[src/hdl/bwem_fifo.sv]
module bwem_fifo #(
    parameter int WIDTH = 8,
    parameter int DEPTH = 4
) (
    input  logic             clk,
    input  logic             rst_n,
    input  logic             wr_en,
    input  logic [WIDTH-1:0] wr_data,
    output logic             full,
    input  logic             rd_en,
    output logic [WIDTH-1:0] rd_data,
    output logic             empty
);

    localparam int PW = $clog2(DEPTH);

    logic [WIDTH-1:0] slot_reg [DEPTH];
    logic [PW-1:0]    wr_ptr_reg, wr_ptr_next;
    logic [PW-1:0]    rd_ptr_reg, rd_ptr_next;
    logic [PW:0]      count_reg, count_next;
    logic             wr_ok, rd_ok;

    assign full    = (count_reg == (PW+1)'(DEPTH));
    assign empty   = (count_reg == '0);
    assign wr_ok   = wr_en && !full;
    assign rd_ok   = rd_en && !empty;
    assign rd_data = slot_reg[rd_ptr_reg];

    // pointer and fill bookkeeping
    always_comb
    begin
        wr_ptr_next = wr_ok ? wr_ptr_reg + PW'(1) : wr_ptr_reg;
        rd_ptr_next = rd_ok ? rd_ptr_reg + PW'(1) : rd_ptr_reg;
        count_next  = count_reg;
        if (wr_ok && !rd_ok)
        begin
            count_next = count_reg + (PW+1)'(1);
        end
        else if (rd_ok && !wr_ok)
        begin
            count_next = count_reg - (PW+1)'(1);
        end
    end

    always_ff @(posedge clk or negedge rst_n)
    begin
        if (!rst_n)
        begin
            wr_ptr_reg <= '0;
            rd_ptr_reg <= '0;
            count_reg  <= '0;
        end
        else
        begin
            wr_ptr_reg <= wr_ptr_next;
            rd_ptr_reg <= rd_ptr_next;
            count_reg  <= count_next;
        end
    end

    // storage
    always_ff @(posedge clk)
    begin
        if (wr_ok)
        begin
            slot_reg[wr_ptr_reg] <= wr_data;
        end
    end

endmodule

[config.mk]
export PLATFORM = sky130hd
export DESIGN_NAME = bwem_fifo
export DESIGN_NICKNAME = d
export VERILOG_FILES = /design/src/hdl/bwem_fifo.sv
export SDC_FILE = /design/constraint.sdc
export NUM_CORES = 1
export LEC_CHECK = 0
export BUFFER_PORTS_ARGS = -buffer_cell sky130_fd_sc_hd__clkbuf_2
export CORE_ASPECT_RATIO = 2
export CORE_MARGIN = 2
export CORE_UTILIZATION = 55
export CTS_CLUSTER_SIZE = 20
export DETAILED_ROUTE_END_ITERATION = 10
export GPL_TIMING_DRIVEN = 0
export PLACE_DENSITY = 0.77
export RECOVER_POWER = 25
export SYNTH_ARGS = -nofsm -noshare
export SYNTH_HDL_FRONTEND = slang
export SYNTH_SLANG_ARGS = --single-unit
[constraint.sdc]
create_clock -name clk -period 2.8 [get_ports clk]
set_clock_uncertainty 0.15 [all_clocks]
set_input_delay 0.14 -clock clk [delete_from_list [all_inputs] [get_ports clk]]
set_output_delay 0.14 -clock clk [all_outputs]
set_load 0.1 [all_outputs]
Word-level counts from Yosys, hierarchy flattened
Memories as Yosys holds them, arrays and structs flattened. Cells that the tools add are included.

Equality and inequality tests: 1. Reduce and logical (&&, ||, !) cells: 10. Mux-type cells: 4. Add/subtract/negate cells: 4.

Operator list (count): $mux W3 (2); $add A2 B1 Y2 const B (2); $logic_and A1 B1 Y1 (4); $logic_not A1 Y1 (4); $add A3 B1 Y3 const B (1); $eq A3 B3 Y1 const B (1); $logic_not A3 Y1 (1); $sub A3 B1 Y3 const B (1); $mux W1 (2); $reduce_bool A2 Y1 (1).

Word-level logic and storage cells: 23. Output and inout port bits: 10. Memories: 1. Bits of input ports: 12. Bits in writable memories: 32. Register bits: 7.

Memories: slot_reg (depth 4, width 8, read ports 1, clocked after memory_dff 0, write ports 1, RTL line 17) `logic [WIDTH-1:0] slot_reg [DEPTH];`.

Depth between registers and ports, before layout
Gate-level depths: netlist of the first run.

Depth in word-level cells: 7. Depth in mapped cells: 9. Mapped depth without buffers: 8.

Least setup slack after synthesis of the first run
Ideal clock, no wire load.

Kind: flip-flop to flip-flop. From: register count_reg[0]. To: register count_reg[2]. Path slack: -1.318 ns. Clock period less this slack: 4.118 ns. Library setup time: 0.079 ns. Buffers on the path: 0. Required time: 2.571 ns. Arrival: 3.889 ns. Stages on the path, launching flop included: 9. Cells stage by stage: dfrtp_1 -> nor3_1 -> nand2b_1 -> ha_1 -> inv_1 -> fa_1 -> xor2_1 -> nor2_1 -> xor2_1.

Word-level cells in the longest chain between the ends: 6. Elaborated cells between the ends (all ways): 15. Classes of those cells: add/sub (2); eq/ne (1); mux (2); reduce/logical (10).

Ends and longest elaborated chain: start: declaration (RTL line 20) `logic [PW:0] count_reg, count_next;`; start signal: assignment (RTL line 57) `count_reg <= count_next;`; $logic_not A3 Y1 (*) (RTL line 24) `assign empty = (count_reg == '0);`; named net empty (RTL line 12) `output logic empty`; $logic_not A1 Y1 (*) (RTL line 26) `assign rd_ok = rd_en && !empty;`; $logic_and A1 B1 Y1 (*) (RTL line 26); $logic_not A1 Y1 (RTL line 35) `if (wr_ok && !rd_ok)`; $logic_and A1 B1 Y1 (RTL line 35); $mux W3 or $reduce_bool A2 Y1 (tied branches).

Mark *: on every way through the listed nets, which the timed path passes. The rest lies on a longest branch. The select of a mux whose other input is x is not followed. A chain may end at the register's enable or synchronous reset.

Worst setup path after layout of the first run
From: register count_reg[0]. To: register count_reg[2].

Word-level cells in the longest chain between the ends: 6. Elaborated cells between the ends (all ways): 15. Classes of those cells: add/sub (2); eq/ne (1); mux (2); reduce/logical (10).

Ends and longest elaborated chain: parallel branches: the longest is 6 deep, another holds $sub A3 B1 Y3.

Parallel ways; which one is timed is not known. The select of a mux whose other input is x is not followed.

==> summary.md, run 1 <==
| Metric | Value |
|---|---|
| IO Pins | 22 |
| Via count | 781 |
| Worst-path fanout max | 4 |
| HPWL after DPL | 1.71 mm |
| Clock-pin transition on the worst setup and hold timing paths | 70 ps |
| Mapped cell area | 0.00159 mm² |
| Post-Route WL | 2.44 mm |
| Fmax | 465 MHz |
| Synth Net Count | 95 |
| Crit path time final | 2150 ps |
| CTS tree | built |
| Final setup viols | 0 |
| WP data required | 2860 ps |
| Initial antenna violation count | 0 |
| Buffer count from post-CTS setup fixing | 0 |
| Vias in the first global route | 833 |
| CP Cell Sequence | nor3_4 -> nand2b_1 -> ha_1 -> inv_1 -> fa_1 -> xor2_1 -> nor2_1 -> xor2_1 |
| Worst-Skew Late Latency | 280 ps |
| Total iterations of the first detailed-routing run | 4 |
| Slew Limit Headroom | 61.6% |
| Arrival @ worst endpoint | 2220 ps |
| Crit-path max cell delay | 480 ps |
| RSZ-0062 raised after global routing | false |
| Die W | 42.0 µm |
| Slew at the pin with the worst max-slew slack | 575 ps |
| # port buffers | 21 |
| CP Capture Type | flop |
| Sink Count | 39 |
| Full die area | 0.00336 mm² |
| Critical-path top delay cell | dfrtp_1 |
| Fin crit share | 76.9% |
| Register area share after synthesis | 71.5% |
| Layout cell share with drive strength beyond 1 | 35.3% |
| Post-Synthesis Cells | 77 |
| Outcome | complete, no violations |
| Synth Area per Inst | 20.6 µm² |
| Critical path class | flop to flop |
| Dominant register cell in the synthesized netlist | edfxtp_1 |
| Max reg flops | 32 |
| Initial core utilization | 58.1% |
| Met1 usage | 16.6% |
| First-pass GRT wire length | 3.87 mm |
| Async set-reset flop share out of synthesis | 17.9% |
| Post-synth EDFFs | 32 |
| Hold WC Path Type | primary input to async pin |
| Largest net degree at the start of global routing | 12 |
| Core area | 0.00274 mm² |
| Startpoint Class | flop |
| Clock H-tree levels | 2 |
| Final Net Count | 133 |
| Total number of yosys warnings | 0 |
| Max_cap viols | 0 |
| DRC viols | 0 |
| P&R area growth vs syn | 20.6% |
| DIE HEIGHT | 80.0 µm |
| GRT busiest layer | met2 |
| Max Slew Vio Count | 0 |
| Gr usage total | 17.0% |
| Setup TNS Final | 0 ps |
| CTS Buf Count | 5 |
| Clk buf depth | 2 |
| Cell mode on critical path | xor2_1 |
| Antenna-violating nets left | 0 |
| Vias per cell | 5.39 |
| RePlAce Congestion | 0.654 |
| Avg WL per Cell | 16.8 µm |
| # rows | 27 |
| Ant. Diodes | 0 |
| Met3 usage | 5.43% |
| Synth cell types | 20 |
| Register bit total from synthesis | 39 |
| Root Driver | clkbuf_8 |
| Iteration-0 DRC Markers | 9 |
| Final hold violation count | 0 |
| Grt ovf | 0 |
| Met2 usage | 30.3% |
==> worst max-delay path: cells and delay by family (launching register included) <==
family                     cells  cell delay, ps
buffers and inverters          1              60
adders and majority gates      2             560
DFF                            1             480
xor gates and xnor gates       2             300
and+or+nand+nor                3             530
==> cells in the mapped netlist (all sizes together) (2+ instances only) <==
master | number | share of area [%]
buf | 2 | 1.0
edfxtp | 32 | 60
dfrtp | 7 | 11
mux4 | 8 | 11
ha | 5 | 3.9
and2 | 4 | 1.9
inv | 3 | 0.71
mux2 | 2 | 1.7
xor2 | 2 | 1.1
xnor2 | 4 | 2.2
==> cell type report <==
type	instances	area, µm²
clock inverter	1	5.00
multi-input combinational	32	433
buffer	3	20.0
clock buffer	7	76.3
timing repair buffer	31	199
sequential	39	1140
inverter	3	11.3
tap	29	36.3
fill	181	820
==> final timing paths <==
path / start / endpoint / slack (ps) / cells past startpoint
max in group asynchronous: rst_n / count_reg[1]$_DFFE_PN0P_ / 2050 / 2
hold reg to reg: count_reg[2]$_DFFE_PN0P_ / count_reg[2]$_DFFE_PN0P_ / 410 / 1
min in group clk: wr_en / wr_ptr_reg[0]$_DFFE_PN0P_ / 160 / 4
setup reg to reg: count_reg[0]$_DFFE_PN0P_ / count_reg[2]$_DFFE_PN0P_ / 650 / 8
setup / recovery: count_reg[0]$_DFFE_PN0P_ / count_reg[2]$_DFFE_PN0P_ / 650 / 8
hold / removal: rst_n / rd_ptr_reg[0]$_DFFE_PN0P_ / 150 / 2
==> stage by stage <==
| step | util (%) | std cells | setup slack [ps] | hold WS (ps) | cell area [µm²] |
|---|---|---|---|---|---|
| final | 70.1 | 145 | 647 | 150 | 1920 |
| after detailed placement | 63.6 | 127 | 658 | -160 | 1740 |
| after floorplan | - | 77 | 5.11 | -306 | 1600 |
| after CTS | 70.3 | 145 | 612 | 64.2 | 1920 |
| after global routing | 70.1 | 145 | 520 | 165 | 1920 |
| after global placement | 63.6 | 127 | 695 | -166 | 1740 |
==> cell usage in the layout (no fill, tap or decap) <==
cell type      synthesis  routed
and2_2                 4       4
buf_2                  1       1
buf_6                  1       1
clkbuf_1               1       8
clkbuf_2               0      16
clkbuf_8               0       5
clkinv_2               0       1
dfrtp_1                7       7
dlygate4sd3_1          0      10
edfxtp_1              32      32
fa_1                   1       1
ha_1                   5       5
inv_1                  3       3
mux2_2                 1       1
mux2_4                 1       1
mux4_2                 8       8
nand2b_1               1       1
nand3b_1               1       1
nor2_1                 1       1
nor2b_2                1       1
nor3_4                 0       1
nor3b_4                1       1
xnor2_1                4       4
xor2_1                 2       2
==> repair_timing <==
action	4_1_cts	5_1_grt
resized for setup	0	0
endpoints found under the hold margin	40	0
setup endpoints to repair	0	0
hold buffers	10	0
==> layer usage <==
layer / vias up / part of all wire [%]
li1: 367 / -
met5: - / 0
met1: 388 / 35
met4: 0 / 3.0
met3: 6 / 3.4
met2: 20 / 59
==> cell families after synthesis <==
kind of cell,synth area share (%)
DFF,71.5
xor gates and xnor gates,3.31
and+or+nand+nor,5.04
adders and majority gates,5.20
muxes,13.0
buffers and inverters,1.97
Power of run 1 is not shown: default switching activity piles up to over one toggle a cycle in this logic, so the estimate is an artifact.
==> run 2, diff against run 1 <==
--- a/config.mk
+++ b/config.mk
@@ -5,6 +5,7 @@
 export SDC_FILE = /design/constraint.sdc
 export NUM_CORES = 1
 export LEC_CHECK = 0
+export ABC_AREA = 1
 export BUFFER_PORTS_ARGS = -buffer_cell sky130_fd_sc_hd__clkbuf_2
 export CORE_ASPECT_RATIO = 2
 export CORE_MARGIN = 2
@@ -12,7 +13,7 @@
 export CTS_CLUSTER_SIZE = 20
 export DETAILED_ROUTE_END_ITERATION = 10
 export GPL_TIMING_DRIVEN = 0
-export PLACE_DENSITY = 0.77
+export PLACE_DENSITY = 0.76
 export RECOVER_POWER = 25
 export SYNTH_ARGS = -nofsm -noshare
 export SYNTH_HDL_FRONTEND = slang
==> constraint.sdc (replaced) <==
create_clock -name clk -period 2.1 [get_ports clk]
set_clock_uncertainty 0.15 [all_clocks]
set_input_delay 0.105 -clock clk [delete_from_list [all_inputs] [get_ports clk]]
set_output_delay 0.105 -clock clk [all_outputs]
set_load 0.1 [all_outputs]
==> run 2 against run 1 <==
  * Die area is 8.5% higher
  * Sequential share of layout area decreased by 5.4 points
  * Synthesized cell count is 100% higher
  * Cell count rose by 57%
  * Global-route usage is 3.6 points higher
==> summary.md, run 2 <==
| Metric | Value |
|---|---|
| Outcome | complete, no violations |
| Most frequent cells in the layout | nand2_1, edfxtp_1, inv_1 |
| Vias in the first global route | 1,207 (+45%) |
| Most frequent cells after synthesis | nand2_1, edfxtp_1, inv_1, o211ai_1 |
| Synth Net Count | 172 (+81%) |
| HPWL after DPL | 2.30 mm (+35%) |
| Synth cell types | 16 (-20%) |
| Worst-path fanout max | 5 (+1) |
| Avg WL per Cell | 14.7 µm (-13%) |
| Critical path class | flop to flop |
| WP data required | 2130 ps (-730 ps) |
| Top cell type's share of synthesized area | 55.4% (-5.1 points) |
| Post-Route WL | 3.33 mm (+37%) |
| Root Driver | clkbuf_8 |
| Ant. Diodes | 0 (unchanged) |
| Sink Count | 39 (unchanged) |
| Vias per cell | 5.14 (-4.6%) |
| Post-Synthesis Cells | 154 (+100%) |
| Total iterations of the first detailed-routing run | 4 (unchanged) |
| Placement-stage worst setup slack | 0.434 ps (-658 ps) |
| Dominant register cell in the synthesized netlist | edfxtp_1 |
| CTS Buf Count | 5 (unchanged) |
| Dpl cells | 205 (+61%) |
| Core area | 0.00298 mm² (+8.8%) |
| DIE HEIGHT | 83.4 µm (+4.2%) |
| Gr usage total | 20.6% (+3.6 points) |
| Final setup viols | 0 (unchanged) |
| Final hold violation count | 0 (unchanged) |
| Iteration-0 DRC Markers | 38 (+29) |
| Fmax | 508 MHz (+9.3%) |
| Async set-reset flop share out of synthesis | 17.9% (unchanged) |
| Worst-Skew Late Latency | 290 ps (about the same) |
| Max Slew Vio Count | 0 (unchanged) |
| Full die area | 0.00365 mm² (+8.5%) |
| Max reg flops | 32 (unchanged) |
| Clk buf depth | 2 (unchanged) |
| # rows | 28 (+3.7%) |
| Die W | 43.7 µm (+4.0%) |
| Grt ovf | 0 (unchanged) |
| Worst-case hold slack | 116 ps (-34.1 ps) |
| Slew at the pin with the worst max-slew slack | 833 ps (+258 ps) |
| First-pass GRT wire length | 5.36 mm (+39%) |
| Clock-pin transition on the worst setup and hold timing paths | 70 ps (about the same) |
| IO Pins | 22 (unchanged) |
| Via count | 1,167 (+49%) |
| Register bit total from synthesis | 39 (unchanged) |
| Crit path time final | 1970 ps (-183 ps) |
| Fin crit share | 93.8% (+17 points) |
| Total number of yosys warnings | 0 (unchanged) |
| Antenna-violating nets left | 0 (unchanged) |
| Layout Cells excl Fill | 227 (+57%) |
| Synth Area per Inst | 11.3 µm² (-45%) |
| Setup WS post-layout | 130 ps (-517 ps) |
| P&R area growth vs syn | 21.7% |
| Commonest non-fill, non-tap cell in the layout | nand2_1 |
| Largest area contributor in the netlist | edfxtp_1 |
| Reg2reg setup slack | 130 ps (-520 ps) |
| CTS tree | built |
| Slew Limit Headroom | 44.2% (-17 points) |
| Max_cap viols | 0 (unchanged) |
| Clock H-tree levels | 2 (unchanged) |
| # port buffers | 21 (unchanged) |
| Initial antenna violation count | 0 (unchanged) |
| FF-to-FF End | count_reg[2]$_DFFE_PN0P_ |
| Initial core utilization | 58.2% (+0.16 points) |
| Arrival @ worst endpoint | 2000 ps (-220 ps) |
| Hold WC Path Type | primary input to async pin |
| Layout cell share with drive strength beyond 1 | 18.3% (-17 points) |
| Largest net degree at the start of global routing | 12 (unchanged) |
| Largest cells by area after synthesis | edfxtp_1, dfrtp_1, nand2_1 |
| Setup TNS Final | 0 ps (unchanged) |
| Most frequent cell after synthesis | nand2_1 |
| Post-synth EDFFs | 32 (unchanged) |
| Reg2Reg Depth | 10 (+2) |
| CP Capture Type | flop |
| DRC viols | 0 (unchanged) |
| Register area share after synthesis | 65.5% (-6.0 points) |
| FF-to-FF Start | count_reg[0]$_DFFE_PN0P_ |
| Mapped cell area | 0.00173 mm² (+9.1%) |
| RePlAce Congestion | 0.700 (+7.0%) |
| Final Net Count | 214 (+61%) |
| Startpoint Class | flop |
[run 2: changes by cell type after synthesis, sizes merged, moves of 2 or more]
cell    delta
nor2       +3
nand3      +7
inv       +31
and2       -4
nand2     +41
mux2       -2
xnor2      -3
mux4       -8
o211ai    +16
xor2       -2
[run 2: timing repair]
action | CTS | global route
hold buffers | 11 | 0
hold endpoints to repair | 42 | 0
endpoints found under the setup margin | 2 | 34
resized for setup | 1 | 7
buffers inserted | 0 | 3
[run 2: worst max path at each step]
stage,cells after the start,to,slack (ps),startpoint
floorplan,9,count_reg[1]$_DFFE_PN0P_,220,count_reg[0]$_DFFE_PN0P_
detailed placement,9,count_reg[1]$_DFFE_PN0P_,0.4,count_reg[0]$_DFFE_PN0P_
global route,10,count_reg[2]$_DFFE_PN0P_,-40,count_reg[0]$_DFFE_PN0P_
CTS,9,count_reg[1]$_DFFE_PN0P_,20,count_reg[0]$_DFFE_PN0P_
global placement,9,count_reg[1]$_DFFE_PN0P_,70,count_reg[0]$_DFFE_PN0P_
finish,10,count_reg[2]$_DFFE_PN0P_,130,count_reg[0]$_DFFE_PN0P_
[run 2: worst max-delay path: stages (launching register included)]
cell and delay (ps):
dfrtp_1 400, inv_1 140, nand3_2 130, nand2_1 120
ha_2 190, inv_1 60, fa_1 370, nand2_1 100
nand3_1 90, nand2_1 70, nand2_1 50
[run 2: final cells by class]
type | count | area, µm²
plain buffers | 4 | 43.8
clock buffers | 7 | 76.3
clock inverters | 1 | 5.00
fillers | 229 | 867
inverters | 34 | 128
multi-input cells | 77 | 454
flip-flops and latches | 39 | 1140
well taps | 30 | 37.5
repair buffers | 35 | 230
[run 2: per-stage QoR]
step	cell area [µm²]	utilization, %
after floorplan	1730	-
after global placement	1880	63.0
after detailed placement	1880	63.0
after CTS	2070	69.5
after global routing	2110	70.9
final	2110	70.9
[run 2: kinds of logic (layout without fill, tap and decap cells)]
logic type	count (synthesis)	after routing	share of synthesized area [%]
AND/OR/NAND/NOR	53	53	12.1
adder cells (fa/ha/maj)	6	6	4.76
XOR/XNOR	1	1	0.505
buffers and inverters	38	81	9.88
flip-flops	39	39	65.5
AO/OA/AOI/OAI	17	17	7.22
[run 2: layer usage]
| metal | global-route usage, % | share of wire, % | up-vias |
|---|---|---|---|
| li1 | - | - | 591 |
| met1 | 20.1 | 36 | 550 |
| met2 | 36.5 | 60 | 20 |
| met3 | 5.22 | 2.7 | 6 |
| met4 | 11.6 | 2.1 | 0 |
| met5 | 0 | 0 | - |
Power of run 2 is left out for the same reason.
