**src/hdl/bwem_pkg.sv**
```systemverilog
package bwem_pkg;

    // configuration port shape
    localparam int CFG_IDX_W  = 3;
    localparam int CFG_DATA_W = 12;

    // register indexes
    localparam logic [CFG_IDX_W-1:0] CFG_IMAGE_WIDTH    = 3'd0;
    localparam logic [CFG_IDX_W-1:0] CFG_IMAGE_HEIGHT   = 3'd1;
    localparam logic [CFG_IDX_W-1:0] CFG_BLUE_MIN_LEVEL = 3'd2;
    localparam logic [CFG_IDX_W-1:0] CFG_WHITE_SUM_LOW  = 3'd3;
    localparam logic [CFG_IDX_W-1:0] CFG_WHITE_SUM_HIGH = 3'd4;

    // register reset values
    localparam logic [11:0] RST_IMAGE_WIDTH    = 12'd2048;
    localparam logic [11:0] RST_IMAGE_HEIGHT   = 12'd2048;
    localparam logic [7:0]  RST_BLUE_MIN_LEVEL = 8'd50;
    localparam logic [9:0]  RST_WHITE_SUM_LOW  = 10'd600;
    localparam logic [9:0]  RST_WHITE_SUM_HIGH = 10'd750;

    // frame height limits
    localparam logic [11:0] MIN_HEIGHT = 12'd2;
    localparam logic [11:0] MAX_HEIGHT = 12'd2048;

    localparam int ROW_W = 11;
    localparam int OUT_COL_W = 11;

    // queue depths
    localparam int JOB_DEPTH = 4;
    localparam int RES_DEPTH = 4;

    // per-pixel job flags from front to back
    typedef struct packed {
        logic has_main;   // column behind the pixel gets its mark
        logic has_end;    // pixel closes the row
        logic last_row;   // row is the last of the frame
    } job_flags_t;

    // one result beat
    typedef struct packed {
        logic                 mask_bit;
        logic [ROW_W-1:0]     row;
        logic [OUT_COL_W-1:0] col;
        logic                 frame_done;
    } res_t;

endpackage

```
**src/hdl/bwem_front.sv**
```systemverilog
module bwem_front #(
    parameter int MAX_WIDTH = 2048
) (
    input  logic                                clk,
    input  logic                                rst_n,
    input  logic                                cfg_wr,
    input  logic [bwem_pkg::CFG_IDX_W-1:0]      cfg_index,
    input  logic [bwem_pkg::CFG_DATA_W-1:0]     cfg_data,
    input  logic                                accept,
    input  logic [7:0]                          pix_blue,
    input  logic [7:0]                          pix_green,
    input  logic [7:0]                          pix_red,
    output logic                                job_push,
    output logic [bwem_pkg::ROW_W-1:0]          job_row,
    output logic [$clog2(MAX_WIDTH)-1:0]        job_col,
    output logic                                job_mark,
    output bwem_pkg::job_flags_t                job_flags
);

    localparam int COLW = $clog2(MAX_WIDTH);
    localparam int WW   = COLW + 1;
    localparam int CMPW = (WW > bwem_pkg::CFG_DATA_W) ? WW : bwem_pkg::CFG_DATA_W;
    localparam int MW   = COLW + 2;
    localparam int HW   = bwem_pkg::ROW_W + 2;

    logic [11:0] image_width_reg;
    logic [11:0] image_height_reg;
    logic [7:0]  blue_min_reg;
    logic [9:0]  sum_low_reg;
    logic [9:0]  sum_high_reg;

    logic [bwem_pkg::ROW_W-1:0] row_reg, row_next;
    logic [COLW-1:0]            col_reg, col_next;
    logic [1:0]                 blue_bits_reg, blue_bits_next;
    logic [1:0]                 white_bits_reg, white_bits_next;

    logic [CMPW-1:0] w_sat;
    logic [WW-1:0]   w_eff;
    logic [COLW-1:0] last_col, cur_col, mark_col;
    logic [11:0]     h_eff;
    logic            row_end, last_row, has_main;
    logic            col_ok, row_ok;
    logic [10:0]     blue_x5, green_x7, red_x7;
    logic [9:0]      sum, min_x4;
    logic [7:0]      min_ch;
    logic            blue_cur, white_cur, mark;

    // configuration registers
    always_ff @(posedge clk or negedge rst_n)
    begin
        if (!rst_n)
        begin
            image_width_reg  <= bwem_pkg::RST_IMAGE_WIDTH;
            image_height_reg <= bwem_pkg::RST_IMAGE_HEIGHT;
            blue_min_reg     <= bwem_pkg::RST_BLUE_MIN_LEVEL;
            sum_low_reg      <= bwem_pkg::RST_WHITE_SUM_LOW;
            sum_high_reg     <= bwem_pkg::RST_WHITE_SUM_HIGH;
        end
        else if (cfg_wr)
        begin
            case (cfg_index)
                bwem_pkg::CFG_IMAGE_WIDTH:    image_width_reg  <= cfg_data;
                bwem_pkg::CFG_IMAGE_HEIGHT:   image_height_reg <= cfg_data;
                bwem_pkg::CFG_BLUE_MIN_LEVEL: blue_min_reg     <= cfg_data[7:0];
                bwem_pkg::CFG_WHITE_SUM_LOW:  sum_low_reg      <= cfg_data[9:0];
                bwem_pkg::CFG_WHITE_SUM_HIGH: sum_high_reg     <= cfg_data[9:0];
                default: ;
            endcase
        end
    end

    // effective frame size and current position
    always_comb
    begin
        if (image_width_reg == '0)
        begin
            w_sat = CMPW'(1);
        end
        else if (CMPW'(image_width_reg) > CMPW'(MAX_WIDTH))
        begin
            w_sat = CMPW'(MAX_WIDTH);
        end
        else
        begin
            w_sat = CMPW'(image_width_reg);
        end
        w_eff    = WW'(w_sat);
        last_col = COLW'(w_eff - WW'(1));
        cur_col  = (col_reg > last_col) ? last_col : col_reg;
        row_end  = (cur_col == last_col);
        has_main = (cur_col != '0);
        mark_col = cur_col - COLW'(1);

        if (image_height_reg < bwem_pkg::MIN_HEIGHT)
        begin
            h_eff = bwem_pkg::MIN_HEIGHT;
        end
        else if (image_height_reg > bwem_pkg::MAX_HEIGHT)
        begin
            h_eff = bwem_pkg::MAX_HEIGHT;
        end
        else
        begin
            h_eff = image_height_reg;
        end
        last_row = (HW'(row_reg) + HW'(1)) >= HW'(h_eff);

        // marks only inside the frame, clear of the border band
        col_ok = (mark_col >= COLW'(2)) && ((MW'(mark_col) + MW'(4)) <= MW'(w_eff));
        row_ok = (row_reg >= bwem_pkg::ROW_W'(2)) && ((HW'(row_reg) + HW'(4)) <= HW'(h_eff));
    end

    // pixel classification
    always_comb
    begin
        blue_x5  = (11'(pix_blue) << 2) + 11'(pix_blue);
        green_x7 = (11'(pix_green) << 3) - 11'(pix_green);
        red_x7   = (11'(pix_red) << 3) - 11'(pix_red);
        blue_cur = (blue_x5 > green_x7) && (blue_x5 > red_x7) && (pix_blue > blue_min_reg);

        sum    = 10'(pix_blue) + 10'(pix_green) + 10'(pix_red);
        min_ch = (pix_blue < pix_green) ? pix_blue : pix_green;
        if (pix_red < min_ch)
        begin
            min_ch = pix_red;
        end
        min_x4    = {min_ch, 2'b00};
        white_cur = ((sum != '0) && (min_x4 >= sum))
                 || ((sum >= sum_low_reg) && (sum < sum_high_reg));

        // neighbours of the column behind: two pixels back and this one
        mark = row_ok && col_ok && (blue_bits_reg[1] || blue_cur)
            && (white_bits_reg[1] || white_cur);
    end

    // job to the back end
    assign job_push           = accept && (has_main || row_end);
    assign job_row            = row_reg;
    assign job_col            = cur_col;
    assign job_mark           = mark;
    assign job_flags.has_main = has_main;
    assign job_flags.has_end  = row_end;
    assign job_flags.last_row = last_row;

    // raster position and class history
    always_comb
    begin
        row_next        = row_reg;
        col_next        = col_reg;
        blue_bits_next  = blue_bits_reg;
        white_bits_next = white_bits_reg;
        if (accept)
        begin
            blue_bits_next  = {blue_bits_reg[0], blue_cur};
            white_bits_next = {white_bits_reg[0], white_cur};
            if (row_end)
            begin
                col_next = '0;
                row_next = last_row ? '0 : row_reg + bwem_pkg::ROW_W'(1);
            end
            else
            begin
                col_next = cur_col + COLW'(1);
            end
        end
    end

    always_ff @(posedge clk or negedge rst_n)
    begin
        if (!rst_n)
        begin
            row_reg        <= '0;
            col_reg        <= '0;
            blue_bits_reg  <= '0;
            white_bits_reg <= '0;
        end
        else
        begin
            row_reg        <= row_next;
            col_reg        <= col_next;
            blue_bits_reg  <= blue_bits_next;
            white_bits_reg <= white_bits_next;
        end
    end

endmodule

```
**config.mk**
```make
export PLATFORM = sky130hd
export DESIGN_NAME = bwem_front
export DESIGN_NICKNAME = d
export VERILOG_FILES = /design/src/hdl/bwem_pkg.sv /design/src/hdl/bwem_front.sv
export SDC_FILE = /design/constraint.sdc
export NUM_CORES = 1
export LEC_CHECK = 0
export ABC_AREA = 1
export BUFFER_PORTS_ARGS = -buffer_cell sky130_fd_sc_hd__buf_2
export CAP_MARGIN = 20
export CORE_MARGIN = 5
export CORE_UTILIZATION = 45
export DETAILED_ROUTE_END_ITERATION = 8
export GPL_TIMING_DRIVEN = 0
export PLACE_DENSITY = 0.67
export SLEW_MARGIN = 20
export SYNTH_ARGS = -nofsm -noshare
export SYNTH_HDL_FRONTEND = slang
export SYNTH_SLANG_ARGS = --single-unit
```
**constraint.sdc**
```tcl
create_clock -name clk -period 13.8 [get_ports clk]
set_clock_uncertainty 0.2 [all_clocks]
set_input_delay 1.38 -clock clk [delete_from_list [all_inputs] [get_ports clk]]
set_output_delay 1.38 -clock clk [all_outputs]
set_load 0.005 [all_outputs]
```
### After elaboration in Yosys (flattened, before gate mapping)

Index checks and enable logic that the tools add are counted.

* register bits after elaboration: 78
* bits of input ports: 43
* output and inout bits: 27
* logic and storage cells: 76

* $add $sub $neg: 12
* $lt $le $gt $ge: 17
* equality and inequality tests: 5
* muxes and demuxes: 9
* reductions and logical operators: 24

Operators with widths (number)
* $mux 12: 4
* $gt 11x11->1: 3
* $mux 11: 3
* $add 11x3->12 const B: 2
* $gt 12x12->1 const B: 2
* $le 12x12->1: 2
* $add 11x1->11 const B: 2
* $ge 11x2->1 const B: 2
* $sub 11x1->11 const B: 2
* $sub 11x8->11: 2
* $ge 10x10->1: 2
* $lt 8x8->1: 2
* $mux 8: 2
* $add 11x1->12 const B: 1
* $ge 12x12->1: 1
* $logic_not 12->1: 1
* $lt 12x2->1 const B: 1
* $reduce_and 2->1: 6
* $add 10x8->11: 1
* $eq 11x11->1: 1
* $reduce_bool 11->1: 1
* $add 9x8->10: 1
* $logic_and 1x1->1: 10
* $lt 10x10->1: 1
* 8 further kinds: 12

### Logic depth before layout (Yosys ltp)

* depth after elaboration: 13
* gate-level depth with buffers: 49
* depth with buffers taken out: 46

### Least setup slack after synthesis

No wires, ideal clock.

* path kind: input port to output port
* start: in pix_green[1]
* end: out job_mark
* data arrival time: 5.258 ns
* data required time: 12.220 ns
* path slack: 6.962 ns
* cell stages on the path: 32
* buffers on the path: 2
* cells stage by stage: inv_1 ha_1 inv_1 nor2_1 o211ai_1 nand2_1 a21o_1 a21oi_1 o21ai_1 clkbuf_1 nand2_1 o21ai_0 ha_1 a21oi_1 nor2_1 a211oi_1 nand2_1 clkbuf_1 a21oi_1 ha_1 a21oi_1 o21bai_1 a21oi_1 o21bai_1 a21oi_1 o21bai_1 a21oi_1 nor2_1 o21ai_0 nand2_1 o211ai_1 a21oi_1

* longest elaborated chain between the ends: 9
* elaborated cells between the ends (all ways): 21
* classes of those cells: add/sub (3); order compare (6); mux (2); reduce/logical (10)

Ends and longest elaborated chain
* start: declaration: RTL line bwem_front.sv:11 `input logic [7:0] pix_green,`
* $lt 8x8->1: RTL line bwem_front.sv:122 `min_ch = (pix_blue < pix_green) ? pix_blue : pix_green;`
* $mux 8: RTL line bwem_front.sv:122
* $lt 8x8->1: RTL line bwem_front.sv:123 `if (pix_red < min_ch)`
* $mux 8: RTL line bwem_front.sv:123
* $ge 10x10->1: RTL line bwem_front.sv:128 `white_cur = ((sum != '0) && (min_x4 >= sum))`
* $logic_and 1x1->1: RTL line bwem_front.sv:128
* $logic_or 1x1->1: RTL line bwem_front.sv:129 `|| ((sum >= sum_low_reg) && (sum < sum_high_reg));`
* $logic_or 1x1->1: RTL line bwem_front.sv:133 `&& (white_bits_reg[1] || white_cur);`
* $logic_and 1x1->1 (*): RTL line bwem_front.sv:133
* end: declaration: RTL line bwem_front.sv:16 `output logic job_mark,`

Every way passes the cells marked *; elsewhere a longest branch is shown, timed or not.

### Worst setup path after layout

* start: reg image_width_reg[11]
* end: out job_mark

* longest elaborated chain between the ends: 13
* elaborated cells between the ends (all ways): 15
* classes of those cells: add/sub (3); order compare (4); mux (3); reduce/logical (5)

Ends and longest elaborated chain
* start: declaration: RTL line bwem_front.sv:26 `logic [11:0] image_width_reg;`
* start signal: assignment: RTL line bwem_front.sv:53 `image_width_reg <= bwem_pkg::RST_IMAGE_WIDTH;`
* start signal: assignment: RTL line bwem_front.sv:62 `bwem_pkg::CFG_IMAGE_WIDTH: image_width_reg <= cfg_data;`
* $gt 12x12->1: RTL line bwem_front.sv:79 `else if (CMPW'(image_width_reg) > CMPW'(MAX_WIDTH))`
* $mux 12: RTL line bwem_front.sv:79
* $mux 12 (*): RTL line bwem_front.sv:75 `if (image_width_reg == '0)`
* $sub 11x1->11: RTL line bwem_front.sv:88 `last_col = COLW'(w_eff - WW'(1));`
* $gt 11x11->1: RTL line bwem_front.sv:89 `cur_col = (col_reg > last_col) ? last_col : col_reg;`
* $mux 11: RTL line bwem_front.sv:89
* $sub 11x1->11: RTL line bwem_front.sv:92 `mark_col = cur_col - COLW'(1);`
* $add 11x3->12: RTL line bwem_front.sv:109 `col_ok = (mark_col >= COLW'(2)) && ((MW'(mark_col) + MW'(4)) <= MW'(w_eff));`
* $le 12x12->1: RTL line bwem_front.sv:109
* $logic_and 1x1->1 (*): RTL line bwem_front.sv:109
* $logic_and 1x1->1 (*) (2 in series): RTL line bwem_front.sv:132 `mark = row_ok && col_ok && (blue_bits_reg[1] || blue_cur)`
* $logic_and 1x1->1 (*): RTL line bwem_front.sv:133

Marked as above.

==> metrics.md <==
| Metric | Value |
|---|---|
| Highest net fanout along the worst path | 10 |
| EDFF count, synth | 0 |
| Number of warnings printed during yosys synthesis | 0 |
| Multiplexer share of the synthesized area | 0 |
| Top FF cell, synth | dfrtp_1 |
| Adder-cell share of the synthesized area | 0.239 |
| Antenna cells | 0 |
| Pin count of the biggest net entering global routing | 42 |
| Minimum clock period | 8.31 ns |
| Global routing usage summed across all routing layers | 0.206 |
| Die extent in y | 151 µm |
| Reg-to-reg slack, setup | 8.33 ns |
| First-pass GRT wire length | 38.0 mm |
| Seq/Total Area, Yosys | 0.222 |
| Number of buffers inserted to repair setup after CTS | 0 |
| I/O pins | 70 |
| Total number of nets in the final design | 1,508 |
| Growth of design area from synthesis to finish | 11.3% |
| Number of gates on the worst path with buffers counted | 43 |
| Unrepaired setup endpoints after global routing | no |
| Via-per-instance ratio | 5.18 |
| Placer Congestion | 0.916 |
| Depth of the worst register-to-register path | 31 |
| VDD IR-drop max | 103 µV |
| Routed WL | 22.7 mm |
| Worst relative slew slack | 0.279 |
| CTS root buffer | clkbuf_16 |
| Post_cts resized | 0 |
| Crit path arrival time | 6.73 ns |
| Area of the core | 19,500 µm² |
| Register area | 1970 µm² |
| Number of hold-repair buffers added at the cts stage | 0 |
| Total Die Area | 22,700 µm² |
| Tightest Pin Transition | 1.08 ns |
| Deepest level of the CTS H-tree | 3 |
| Reg-to-Reg Start | image_width_reg[11] |
| Outcome | complete, no violations |
| Number of rows created at floorplan | 51 |
| FFs w/ async S/R, synth | 1.00 |
| Leading cell types by total area after synthesis | ha_1, dfrtp_1, nand2_1 |
| Placement-stage cell area | 9590 µm² |
| Routed via count | 8,132 |
| Area of the multi-input gates | 6090 µm² |
| Number of buffers inserted during clock tree synthesis | 9 |
| Number of DRC markers in iteration 0 | 490 |
| Buf/Inv on CP | 9 |
| Count of endpoints failing setup in the final report | 0 |
| Netlist cell types | 56 |
| Skew-Pair Late Insertion Delay | 0.34 ns |
| Standard cell with the maximum stage delay on the critical path | dfstp_2 |
| Destination of the worst hold path | blue_min_reg[6] |
| Post-Synthesis Cells | 1,221 |
| Slowest stage delay, CP | 0.57 ns |
| Cell types with the highest counts after synthesis | nand2_1, inv_1, ha_1 |
| Max-cap check violation count | 0 |
| Reg-to-reg endpoint | job_row[8] |
| Post-Synth Simple-Gate Area | 0.233 |
| Initial antenna violation count | 0 |
| Number of DRC violations after detailed routing | 0 |
| Power density relative to cell area | 176 nW/µm² |
| Final TNS setup | 0 ns |
| CTS tree | done |
| Yosys reg bits | 78 |
| Cell accounting for the most synthesized area | ha_1 |
| Syn avg cell area | 7.29 µm² |
| Cell area after layout | 9910 µm² |
| Startpoint Class | flop |
| Number of global-route vias before repair | 7,770 |
| Area share of xor/xnor cells in the synthesized design | 0.0607 |
| Fmax | 120 MHz |
| Largest family of logic cells by synthesized area | adder cells |
| Top cell type's share of synthesized area | 0.217 |
| Capturing element type of the critical path | primary output |
| Number of max-slew violations in the final report | 0 |
| Post-synth net total | 1,428 |
| Total number of clock tree sinks | 78 |
| HP Class | reg -> reg |
| CTS Buffer Depth | 2 |
| Reg clk slew, reported paths | 0.07 ns |
| Number of port buffers | 68 |
| Wire per inst | 14.5 µm |
| Die boundary width | 151 µm |
| Family with the most delay on the worst path | simple AND/OR/NAND/NOR gates |
| Endpoints failing hold | 0 |
| CP dominant cell by count | nand2_1 |
| DP Wirelength | 18.7 mm |
| Post-synthesis cell area | 8900 µm² |
| Type of the setup path with the least slack | reg -> out |
| First-pass detailed-route iteration total | 7 |
| DRT antenna net count | 0 |
| Fin Hold WS | 0.286 ns |
| Hold path depth | 2 |
| Fraction of final layout cells with drive strength greater than 1 | 0.117 |
| Total congestion overflow after global routing | 0 |
| Filler cell count | 1,977 |
| P_leak | 5.24 nW |
| Startpoint of the lowest-slack hold path | blue_min_reg[6] |
| Count leader, synth | nand2_1 |
| Synthesized-area fraction occupied by ao, oa, aoi and oai cells | 0.152 |
| Required time of the worst setup path | 12.22 ns |
| Period utilisation layout | 0.602 |
| Initial Util | 0.457 |
[through the flow]
| stage | instances | util | setup slack (ns) | power, mW |
|---|---|---|---|---|
| finish | 1571 | 0.509 | 5.49 | 1.75 |
| global route | 1571 | 0.509 | 4.82 | 1.94 |
| CTS | 1571 | 0.509 | 5.52 | 1.76 |
| detailed placement | 1555 | 0.493 | 5.63 | 1.50 |
| global placement | 1554 | 0.492 | 5.81 | 1.47 |
| floorplan | 1221 | - | 6.96 | 1.21 |
[final cells by class]
cell class,instances,area share
repair buffers,69,0.0366
flip-flops and latches,78,0.199
well taps,265,0.0335
inverters,190,0.0722
plain buffers,22,0.0125
clock inverters,4,0.00556
multi-input cells,931,0.615
clock buffers,12,0.0259
[worst max path at each step]
stage,startpoint,end,slack (ns)
2_1_floorplan,pix_green[1],job_mark,6.96
3_3_place_gp,pix_green[1],job_mark,5.81
3_5_place_dp,pix_green[1],job_mark,5.63
4_1_cts,image_width_reg[11],job_mark,5.52
5_1_grt,image_width_reg[11],job_mark,4.82
6_report,image_width_reg[11],job_mark,5.49
[metal layers]
metal  vias to the layer above  wire, µm  part of all wire  global-route usage
met5                         -         0                 0                   0
met4                         0       240             0.011              0.0367
met3                        19       818             0.036              0.0244
met2                       154     10800              0.47               0.351
met1                      3744     10900              0.48               0.285
li1                       4215         -                 -                   -
[worst register-to-register path, delay by kind of cell, from the launching register on]
family / cells / cell delay [ns]
adder cells (fa/ha/maj): 3 / 0.86
AND/OR/NAND/NOR: 18 / 2.29
XOR/XNOR: 1 / 0.25
buffers and inverters: 7 / 0.94
AO/OA/AOI/OAI: 2 / 0.25
flip-flops: 1 / 0.57
[where the power goes]
part	leakage, nW	switching (mW)	internal, mW
sequential	0.964	0.0351	0.283
combinational	4.13	0.736	0.444
clock	0.149	0.0997	0.151
[logic make-up (layout without fill, tap and decap cells)]
family,count (synthesis),after routing
compound gates,240,240
xor+xnor,60,60
fa+ha+maj,164,164
buf+inv,212,297
flops,78,78
simple gates,467,467
[layout by cell type, fill, tap and decap left out, types with 16 or more instances in the layout]
master / synthesis / layout
dfstp_2: 16 / 16
xor2_1: 43 / 43
dfrtp_1: 62 / 62
o21ai_0: 102 / 102
inv_1: 185 / 185
nand2_1: 262 / 262
ha_1: 154 / 154
nand4_1: 24 / 24
nor2_1: 71 / 71
buf_2: 0 / 67
a21oi_1: 76 / 76
nand3_1: 52 / 52
Note: power is estimated with default switching activity, not from simulation.
